`src/rtl/mshr_pkg.sv`:
```
// shared types, constants and conversion function for the history ring
`timescale 1ns / 1ps

package mshr_pkg;

    localparam int DEPTH_DEF    = 64;
    localparam int HEATERS_DEF  = 4;
    localparam int CHANNELS_DEF = 5;

    localparam int TEMP_W   = 20;
    localparam int SAMPLE_W = 16;
    localparam int MASK_W   = 5;
    localparam int CH_W     = 3;
    localparam int CNT_W    = 7;
    localparam int GEN_W    = 32;
    localparam int POS_W    = 6;

    typedef enum logic [1:0] {
        OP_PUSH = 2'd0,
        OP_READ = 2'd1,
        OP_DUMP = 2'd2,
        OP_RSVD = 2'd3
    } op_t;

    typedef enum logic [1:0] {
        CMD_PUSH,
        CMD_BAD,
        CMD_READ,
        CMD_DUMP
    } cmd_kind_t;

    typedef struct packed {
        cmd_kind_t          kind;
        logic [CH_W-1:0]    chan;
        logic [CNT_W-1:0]   max_count;
        logic [MASK_W-1:0]  flags;
    } cmd_t;

    typedef enum logic {
        BK_IDLE,
        BK_STREAM
    } back_state_t;

    // q16.4 to whole degrees, half away from zero, positive side saturates
    function automatic logic signed [SAMPLE_W-1:0] to_degrees(logic signed [TEMP_W-1:0] q);
        logic [TEMP_W-1:0]   mag;
        logic [TEMP_W:0]     sum;
        logic [TEMP_W-4:0]   r;
        logic [TEMP_W-4:0]   neg;
        logic signed [SAMPLE_W-1:0] res;
        mag = q[TEMP_W-1] ? (~q + 1'b1) : q;
        sum = {1'b0, mag} + (TEMP_W+1)'(8);
        r   = sum[TEMP_W:4];
        neg = ~r + 1'b1;
        if (q[TEMP_W-1])
            res = neg[SAMPLE_W-1:0];
        else if (r > (TEMP_W-3)'(32767))
            res = 16'sh7FFF;
        else
            res = r[SAMPLE_W-1:0];
        return res;
    endfunction

endpackage

```
`src/rtl/mshr_front.sv`:
```
// front end: accepts items, classifies them, converts push rows, queues commands
`timescale 1ns / 1ps

module mshr_front
    import mshr_pkg::*;
#(
    parameter int HEATERS  = HEATERS_DEF,
    parameter int CHANNELS = CHANNELS_DEF
) (
    input  logic                               clk,
    input  logic                               rst_n,
    input  logic                               in_valid,
    output logic                               in_ready,
    input  logic [1:0]                         op,
    input  logic signed [TEMP_W-1:0]           temp_0,
    input  logic signed [TEMP_W-1:0]           temp_1,
    input  logic signed [TEMP_W-1:0]           temp_2,
    input  logic signed [TEMP_W-1:0]           temp_3,
    input  logic signed [TEMP_W-1:0]           bed_temp,
    input  logic [MASK_W-1:0]                  present_mask,
    input  logic [MASK_W-1:0]                  invalid_mask,
    input  logic [CH_W-1:0]                    channel,
    input  logic [CNT_W-1:0]                   max_count,
    output logic                               q_valid,
    input  logic                               q_pop,
    output cmd_t                               q_cmd,
    output logic [CHANNELS*SAMPLE_W-1:0]       q_row
);

    logic signed [TEMP_W-1:0]          heater_temp [4];
    logic [CHANNELS*SAMPLE_W-1:0]      row;
    logic [MASK_W-1:0]                 flags;
    cmd_t                              cmd;

    cmd_t                              q_cmd_reg [2];
    logic [CHANNELS*SAMPLE_W-1:0]      q_row_reg [2];
    logic                              wr_ptr_reg, wr_ptr_next;
    logic                              rd_ptr_reg, rd_ptr_next;
    logic [1:0]                        cnt_reg, cnt_next;
    logic                              push;

    assign heater_temp[0] = temp_0;
    assign heater_temp[1] = temp_1;
    assign heater_temp[2] = temp_2;
    assign heater_temp[3] = temp_3;

    // per-channel conversion, channels past the bed hold zero
    for (genvar c = 0; c < CHANNELS; c++)
    begin : g_chan
        logic signed [TEMP_W-1:0] q;
        if (c < HEATERS)
        begin : g_heater
            assign q        = invalid_mask[c] ? '0 : heater_temp[c];
            assign flags[c] = present_mask[c];
        end
        else if (c == HEATERS)
        begin : g_bed
            assign q        = invalid_mask[c] ? '0 : bed_temp;
            assign flags[c] = present_mask[c];
        end
        else
        begin : g_spare
            assign q        = '0;
            assign flags[c] = 1'b0;
        end
        assign row[c*SAMPLE_W +: SAMPLE_W] = to_degrees(q);
    end
    for (genvar c = CHANNELS; c < MASK_W; c++)
    begin : g_pad
        assign flags[c] = 1'b0;
    end

    always_comb
    begin
        cmd.chan      = channel;
        cmd.max_count = max_count;
        cmd.flags     = flags;
        if (op == OP_PUSH)
            cmd.kind = CMD_PUSH;
        else if (op == OP_READ && channel < CH_W'(CHANNELS))
            cmd.kind = CMD_READ;
        else if (op == OP_DUMP && channel < CH_W'(CHANNELS))
            cmd.kind = CMD_DUMP;
        else
            cmd.kind = CMD_BAD;
    end

    // two-entry command queue
    assign in_ready = (cnt_reg != 2'd2);
    assign push     = in_valid & in_ready;
    assign q_valid  = (cnt_reg != 2'd0);
    assign q_cmd    = q_cmd_reg[rd_ptr_reg];
    assign q_row    = q_row_reg[rd_ptr_reg];

    always_comb
    begin
        wr_ptr_next = wr_ptr_reg ^ push;
        rd_ptr_next = rd_ptr_reg ^ (q_pop & q_valid);
        cnt_next    = cnt_reg + {1'b0, push} - {1'b0, q_pop & q_valid};
    end

    always_ff @(posedge clk or negedge rst_n)
    begin
        if (!rst_n)
        begin
            wr_ptr_reg <= 1'b0;
            rd_ptr_reg <= 1'b0;
            cnt_reg    <= 2'd0;
        end
        else
        begin
            wr_ptr_reg <= wr_ptr_next;
            rd_ptr_reg <= rd_ptr_next;
            cnt_reg    <= cnt_next;
        end
    end

    always_ff @(posedge clk)
    begin
        if (push)
        begin
            q_cmd_reg[wr_ptr_reg] <= cmd;
            q_row_reg[wr_ptr_reg] <= row;
        end
    end

endmodule

```
`config.mk`:
```
export PLATFORM = sky130hd
export DESIGN_NAME = mshr_front
export DESIGN_NICKNAME = d
export VERILOG_FILES = /design/src/rtl/mshr_pkg.sv /design/src/rtl/mshr_front.sv
export SDC_FILE = /design/constraint.sdc
export NUM_CORES = 1
export LEC_CHECK = 0
export ABC_AREA = 1
export BUFFER_PORTS_ARGS = -buffer_cell sky130_fd_sc_hd__buf_2
export CORE_MARGIN = 2
export CORE_UTILIZATION = 54
export DETAILED_ROUTE_END_ITERATION = 10
export PLACE_DENSITY = 0.85
export REMOVE_ABC_BUFFERS = 1
export SLEW_MARGIN = 15
export SYNTH_ARGS = -nofsm -noshare
export SYNTH_HDL_FRONTEND = slang
export SYNTH_SLANG_ARGS = --single-unit
```
`constraint.sdc`:
```
create_clock -name clk -period 3.3 [get_ports clk]
set_clock_uncertainty 0.2 [all_clocks]
set_input_delay 0.66 -clock clk [delete_from_list [all_inputs] [get_ports clk]]
set_output_delay 0.66 -clock clk [all_outputs]
set_load 0.005 [all_outputs]
```
# After elaboration in Yosys (flattened, before gate mapping)
# Memory sizes are Yosys's and may differ from the RTL's.
# Cells that the tools add are included.
[totals] ram_bits=194 latchBits=0 n_memories=2 register_bits=4 rom_bits=0 elab_cells=74
[classes] reduce_logical=4 n_mul=0 eq_ne=3 n_mux=25 addsub=17 n_div=0 n_lt_le_gt_ge=6 bitwise=14 shift=0
[mem_list] memory="q_row_reg" depth=2 word_bits=80 read_ports=1 rd_clocked_by_memory_dff=0 write_ports=1 line="mshr_front.sv:36" text="logic [CHANNELS*SAMPLE_W-1:0] q_row_reg [2];"
[mem_list] memory="q_cmd_reg" depth=2 word_bits=17 read_ports=1 rd_clocked_by_memory_dff=0 write_ports=1 line="mshr_front.sv:35" text="cmd_t q_cmd_reg [2];"
[op_table] operator="$mux W20" count=10
[op_table] operator="$mux W16" count=10
[op_table] operator="$add A20 B4 Y21 const B" count=5
[op_table] operator="$add A20 B1 Y20 const B" count=5
[op_table] operator="$not A20 Y20" count=5
[op_table] operator="$gt A17 B15 Y1 const B" count=5
[op_table] operator="$add A16 B1 Y16 const B" count=5
[op_table] operator="$not A16 Y16" count=5
[op_table] operator="$mux W2" count=3
[op_table] operator="$lt A3 B3 Y1 const B" count=1
[op_table] operator="$add A2 B1 Y2" count=1
[op_table] operator="$and A1 B1 Y1" count=2
[op_table] operator="$eq A2 B1 Y1 const B" count=1
[op_table] operator="$eq A2 B2 Y1 const B" count=1
[op_table] operator="$logic_and A1 B1 Y1" count=2
[op_table] operator="$logic_not A2 Y1" count=1
[op_table] operator="$mux W1" count=2
[op_table] operator="$ne A2 B2 Y1 const B" count=1
[op_table] operator="$reduce_bool A2 Y1" count=1
[op_table] operator="$sub A2 B1 Y2" count=1
[op_table] operator="$xor A1 B1 Y1" count=2

# Logic depth before layout (Yosys ltp)
[logic_depth] depth_word=8 ltp_mapped=28 ltp_nobuf=25

# Worst setup path after synthesis
# OpenSTA, ideal clock, no wires.
[synth_path] kind="input to register" startpoint="in in_valid" endpoint="mem q_cmd_reg[1][0] in the netlist's numbering (enable)" cell_stages=3 setup_slack_ps=-454 arrival_time_ps=3087 setup_ps=467 n_path_buf=0 cell_sequence="nand2_1 inv_1 ha_1"
[synth_between] elab_chain_len=3
[synth_lines] item="start, declared" line="mshr_front.sv:12" text="input logic in_valid,"
[synth_lines] item="$and A1 B1 Y1" line="mshr_front.sv:90" text="assign push = in_valid & in_ready;"
[synth_lines] item="$mux W1" line="mshr_front.sv:120" text="if (push)"
[synth_lines] item="$mux W1 (implied by the code)" line="mshr_front.sv:122" text="q_cmd_reg[wr_ptr_reg] <= cmd;"
[synth_lines] item="end, declared" line="mshr_front.sv:35"
# Every way passes these cells.

# Worst setup path in the final report
[layout_path] startpoint="in invalid_mask[2]" endpoint="mem q_row_reg[0][45] in the netlist's numbering (data pin)"
[layout_between] elab_chain_len=8
[layout_lines] item="start, declared" line="mshr_front.sv:21" text="input logic [MASK_W-1:0] invalid_mask,"
[layout_lines] item="$mux W20 (*)" line="mshr_front.sv:53" text="assign q = invalid_mask[c] ? '0 : heater_temp[c];"
[layout_lines] item="$not A20 Y20" line="mshr_pkg.sv:51" text="mag = q[TEMP_W-1] ? (~q + 1'b1) : q;"
[layout_lines] item="$add A20 B1 Y20" line="mshr_pkg.sv:51"
[layout_lines] item="$mux W20" line="mshr_pkg.sv:51"
[layout_lines] item="$add A20 B4 Y21" line="mshr_pkg.sv:52" text="sum = {1'b0, mag} + (TEMP_W+1)'(8);"
[layout_lines] item="$gt A17 B15 Y1 or $not A16 Y16 (tied branches)" line="mshr_pkg.sv:57, mshr_pkg.sv:54"
[layout_lines] item="$mux W16 or $add A16 B1 Y16 (tied branches)" line="mshr_pkg.sv:57, mshr_pkg.sv:54"
[layout_lines] item="$mux W16 (*)" line="mshr_pkg.sv:55" text="if (q[TEMP_W-1])"
[layout_lines] item="via row[45]" line="mshr_front.sv:31" text="logic [CHANNELS*SAMPLE_W-1:0] row;"
[layout_lines] item="end, declared" line="mshr_front.sv:36"
# Mark *: on every way through the listed nets, which the timed path passes. The rest lies on a longest branch.

==> qor.txt <==
Pwr per Cell Area: 481 nW/um^2
GR Util All Layers: 0.283
Area Overhead vs Synth: 34.9%
Largest register FFs: 160
Boundary Pins: 225
Critical path origin: invalid_mask[2]
Via count: 17874
Post-synthesis sequential area ratio: 0.361
Clk pin slew, worst setup/hold paths: 0.08 ns
Detail Route Antenna Nets: 0
Largest net degree at the start of global routing: 98
Reg2reg start: cnt_reg[0]
Worst EP arrival: 3.47 ns
Cell count after synthesis: 2377
DR WL/cell: 14.2 um
Global-route wire length before repair: 74200 um
Initial antenna violation count: 2
Simple-Gate Fraction of Synth Area: 0.475
Max-Cap Viols: 0
Post-route DRC: 0
Area post-placement: 20700 um^2
Die area: 31800 um^2
Async set or reset register ratio after synthesis: 0.0202
Commonest non-fill, non-tap cell in the layout: nand2_1
Post-Synth XOR/XNOR Area: 0.00899
Clock Sinks: 198
Hold Path Origin: max_count[2]
Share of cells above drive strength 1: 0.348
Adder-cell share of the synthesized area: 0.0145
Fin. max-slew vios: 0
Final Cell Area: 22200 um^2
Vias/cell: 5.28
Final min period: 3.40 ns
Nets@finish: 3123
Distinct cells, synth: 50
H-tree levels: 4
Port buffer count: 224
Setup CP Type: in2reg
Fin crit share: 1.03
Final setup vio count: 28
Post-synthesis mux area share: 0
Core area: 29800 um^2
Setup slack after layout: -0.0982 ns
RSZ-0062 raised after global routing: yes
Multi-input gate area: 9580 um^2
Detailed Route Iter0 Violations: 1251
Global route overflow: 0
Register Area: 5930 um^2
Cell Rows: 63
Initial Utilization: 0.551
EDFF count, synth: 194
Yosys warns: 0
RePlAce Congestion: 0.943
Commonest cells after routing, fill and taps aside: nand2_1 (932), buf_4 (401), inv_1 (247)
Peak fanout along the critical path: 4
DP Wirelength: 34700 um
Total power: 0.0107 W
Main combinational cell family by area after synthesis: simple AND/OR/NAND/NOR gates
Max Fclk: 294 MHz
Root Buffer: clkbuf_16
Peak VDD IR: 0.000391 V
Number of global-route vias before repair: 17013
Synth Flop Type: edfxtp_1
CP startpoint kind: input pin
Final Core Density: 0.744
Post-synthesis register bit count: 198
Die X: 178 um
Critical Path End Type: flop
Worst slew pin tran: 1.04 ns
Cell area after synthesis: 16400 um^2
Fillers: 2068
Failing checks: setup timing
Final number of hold-violating endpoints: 0
Hold WC Path Type: in2reg
Die height: 178 um
Outcome: finished, violations left
Synth Area in Compound Gates: 0.0502
CTS buffer count: 17
Clock buffer depth: 2
CP Data Required Time: 3.37 ns
Routed WL: 48000 um
CTS tree: built
Leak: 11.5 nW
Rel. slew slack: 0.305
DRT Pass-1 Iters: 6
Mean Syn Cell Area: 6.91 um^2
Clock insertion delay at the later pin of the skew report: 0.44 ns
## per-layer routing
layer  vias to the layer above  global-route usage  wire length, um
li1                       8846                   -                -
met1                      8196               0.306            18300
met2                       677               0.542            25200
met3                       155              0.0497             2840
met4                         0               0.112             1670
met5                         -                   0                0
## power breakdown
group	internal [W]	total (W)	switching [W]	leakage, nW
combinational	0.00184	0.00474	0.00290	9.36
clock	0.00112	0.00222	0.00110	0.313
sequential	0.00354	0.00371	0.000162	1.86
## worst max-delay path: stages
cell      delay, ns
buf_2          0.15
nor2_4         0.19
nand2_2        0.09
nand2_1        0.08
nand2_2        0.07
ha_2           0.18
nand3b_1       0.24
nand2_2        0.14
inv_1          0.07
ha_1           0.22
nor2_1         0.10
nand3_1        0.10
nor2_1         0.14
nand2_1        0.08
nor2_2         0.13
nand3_1        0.08
nor2_1         0.13
nand4_1        0.14
nand2_2        0.16
nand2_2        0.11
a21oi_1        0.21
## cells in the mapped netlist (4+ instances only)
cell | number | area share
a21oi_1 | 27 | 0.0082
a31oi_1 | 4 | 0.0015
buf_1 | 7 | 0.0016
buf_2 | 5 | 0.0015
buf_4 | 7 | 0.0032
buf_6 | 16 | 0.011
clkbuf_1 | 23 | 0.0053
dfrtp_1 | 4 | 0.0061
edfxtp_1 | 194 | 0.35
ha_1 | 19 | 0.014
inv_1 | 251 | 0.057
inv_2 | 22 | 0.0050
nand2_1 | 974 | 0.22
nand2_2 | 77 | 0.029
nand2_4 | 19 | 0.013
nand3_1 | 210 | 0.064
nand3_2 | 56 | 0.034
nand3b_1 | 24 | 0.011
nand4_1 | 49 | 0.019
nor2_1 | 191 | 0.044
nor2_2 | 18 | 0.0069
nor2_4 | 20 | 0.014
nor3_1 | 10 | 0.0030
nor3_4 | 4 | 0.0040
o21ai_0 | 45 | 0.014
o21ai_1 | 14 | 0.0043
o21ai_2 | 20 | 0.011
o21bai_1 | 10 | 0.0046
or2_2 | 9 | 0.0034
xor2_1 | 12 | 0.0064
## kinds of logic (layout without fill, tap and decap cells)
family | after synthesis | in the layout
adders and majority gates | 19 | 19
DFF | 198 | 198
other | 0 | 2
buffers and inverters | 340 | 950
xor gates and xnor gates | 16 | 16
and+or+nand+nor | 1671 | 1675
AOI/OAI and AO/OA | 133 | 133
## worst paths after layout
check                                   end  slack, ns  cells past startpoint
setup / recovery           q_row_reg[0][45]       -0.1                     21
hold / removal              q_cmd_reg[0][7]       0.20                      1
setup reg to reg           q_row_reg[0][66]       1.12                      6
hold reg to reg                  cnt_reg[0]       0.32                      1
max in group asynchronous        rd_ptr_reg       2.36                      2
min in group asynchronous        wr_ptr_reg       0.38                      2
## final cells by class
type                            instances  share of cell area
Timing Repair Buffer                  638               0.200
Sequential cell                       198               0.268
Multi-Input combinational cell       1843               0.432
Inverter                              279              0.0488
Timing Repair inverter                  1            0.000282
Tap cell                              390              0.0220
Clock inverter                         15              0.0101
Clock buffer                           17              0.0192
Antenna cell                            2            0.000226
## metrics by stage
step | worst slack (ns) | std cells | hold slack [ns] | TNS, ns
after global placement | -0.493 | 3321 | 0.267 | -41.85
after floorplan | -0.553 | 2316 | 0.164 | -188.91
after detailed placement | -0.628 | 3321 | 0.274 | -61.14
final | -0.0982 | 3383 | 0.205 | -1.62
after CTS | 0.0193 | 3354 | 0.184 | 0
after global routing | -0.174 | 3383 | 0.190 | -5.70
## timing repair
action                     4_1_cts  5_1_grt
setup buffers                    0       22
cloned                           0        5
resized for setup                5      172
hold buffers                     1        0
setup endpoints to repair       28      158
hold endpoints to repair         4        0
pin swaps                        0       75
(Power assumes the default switching activity.)
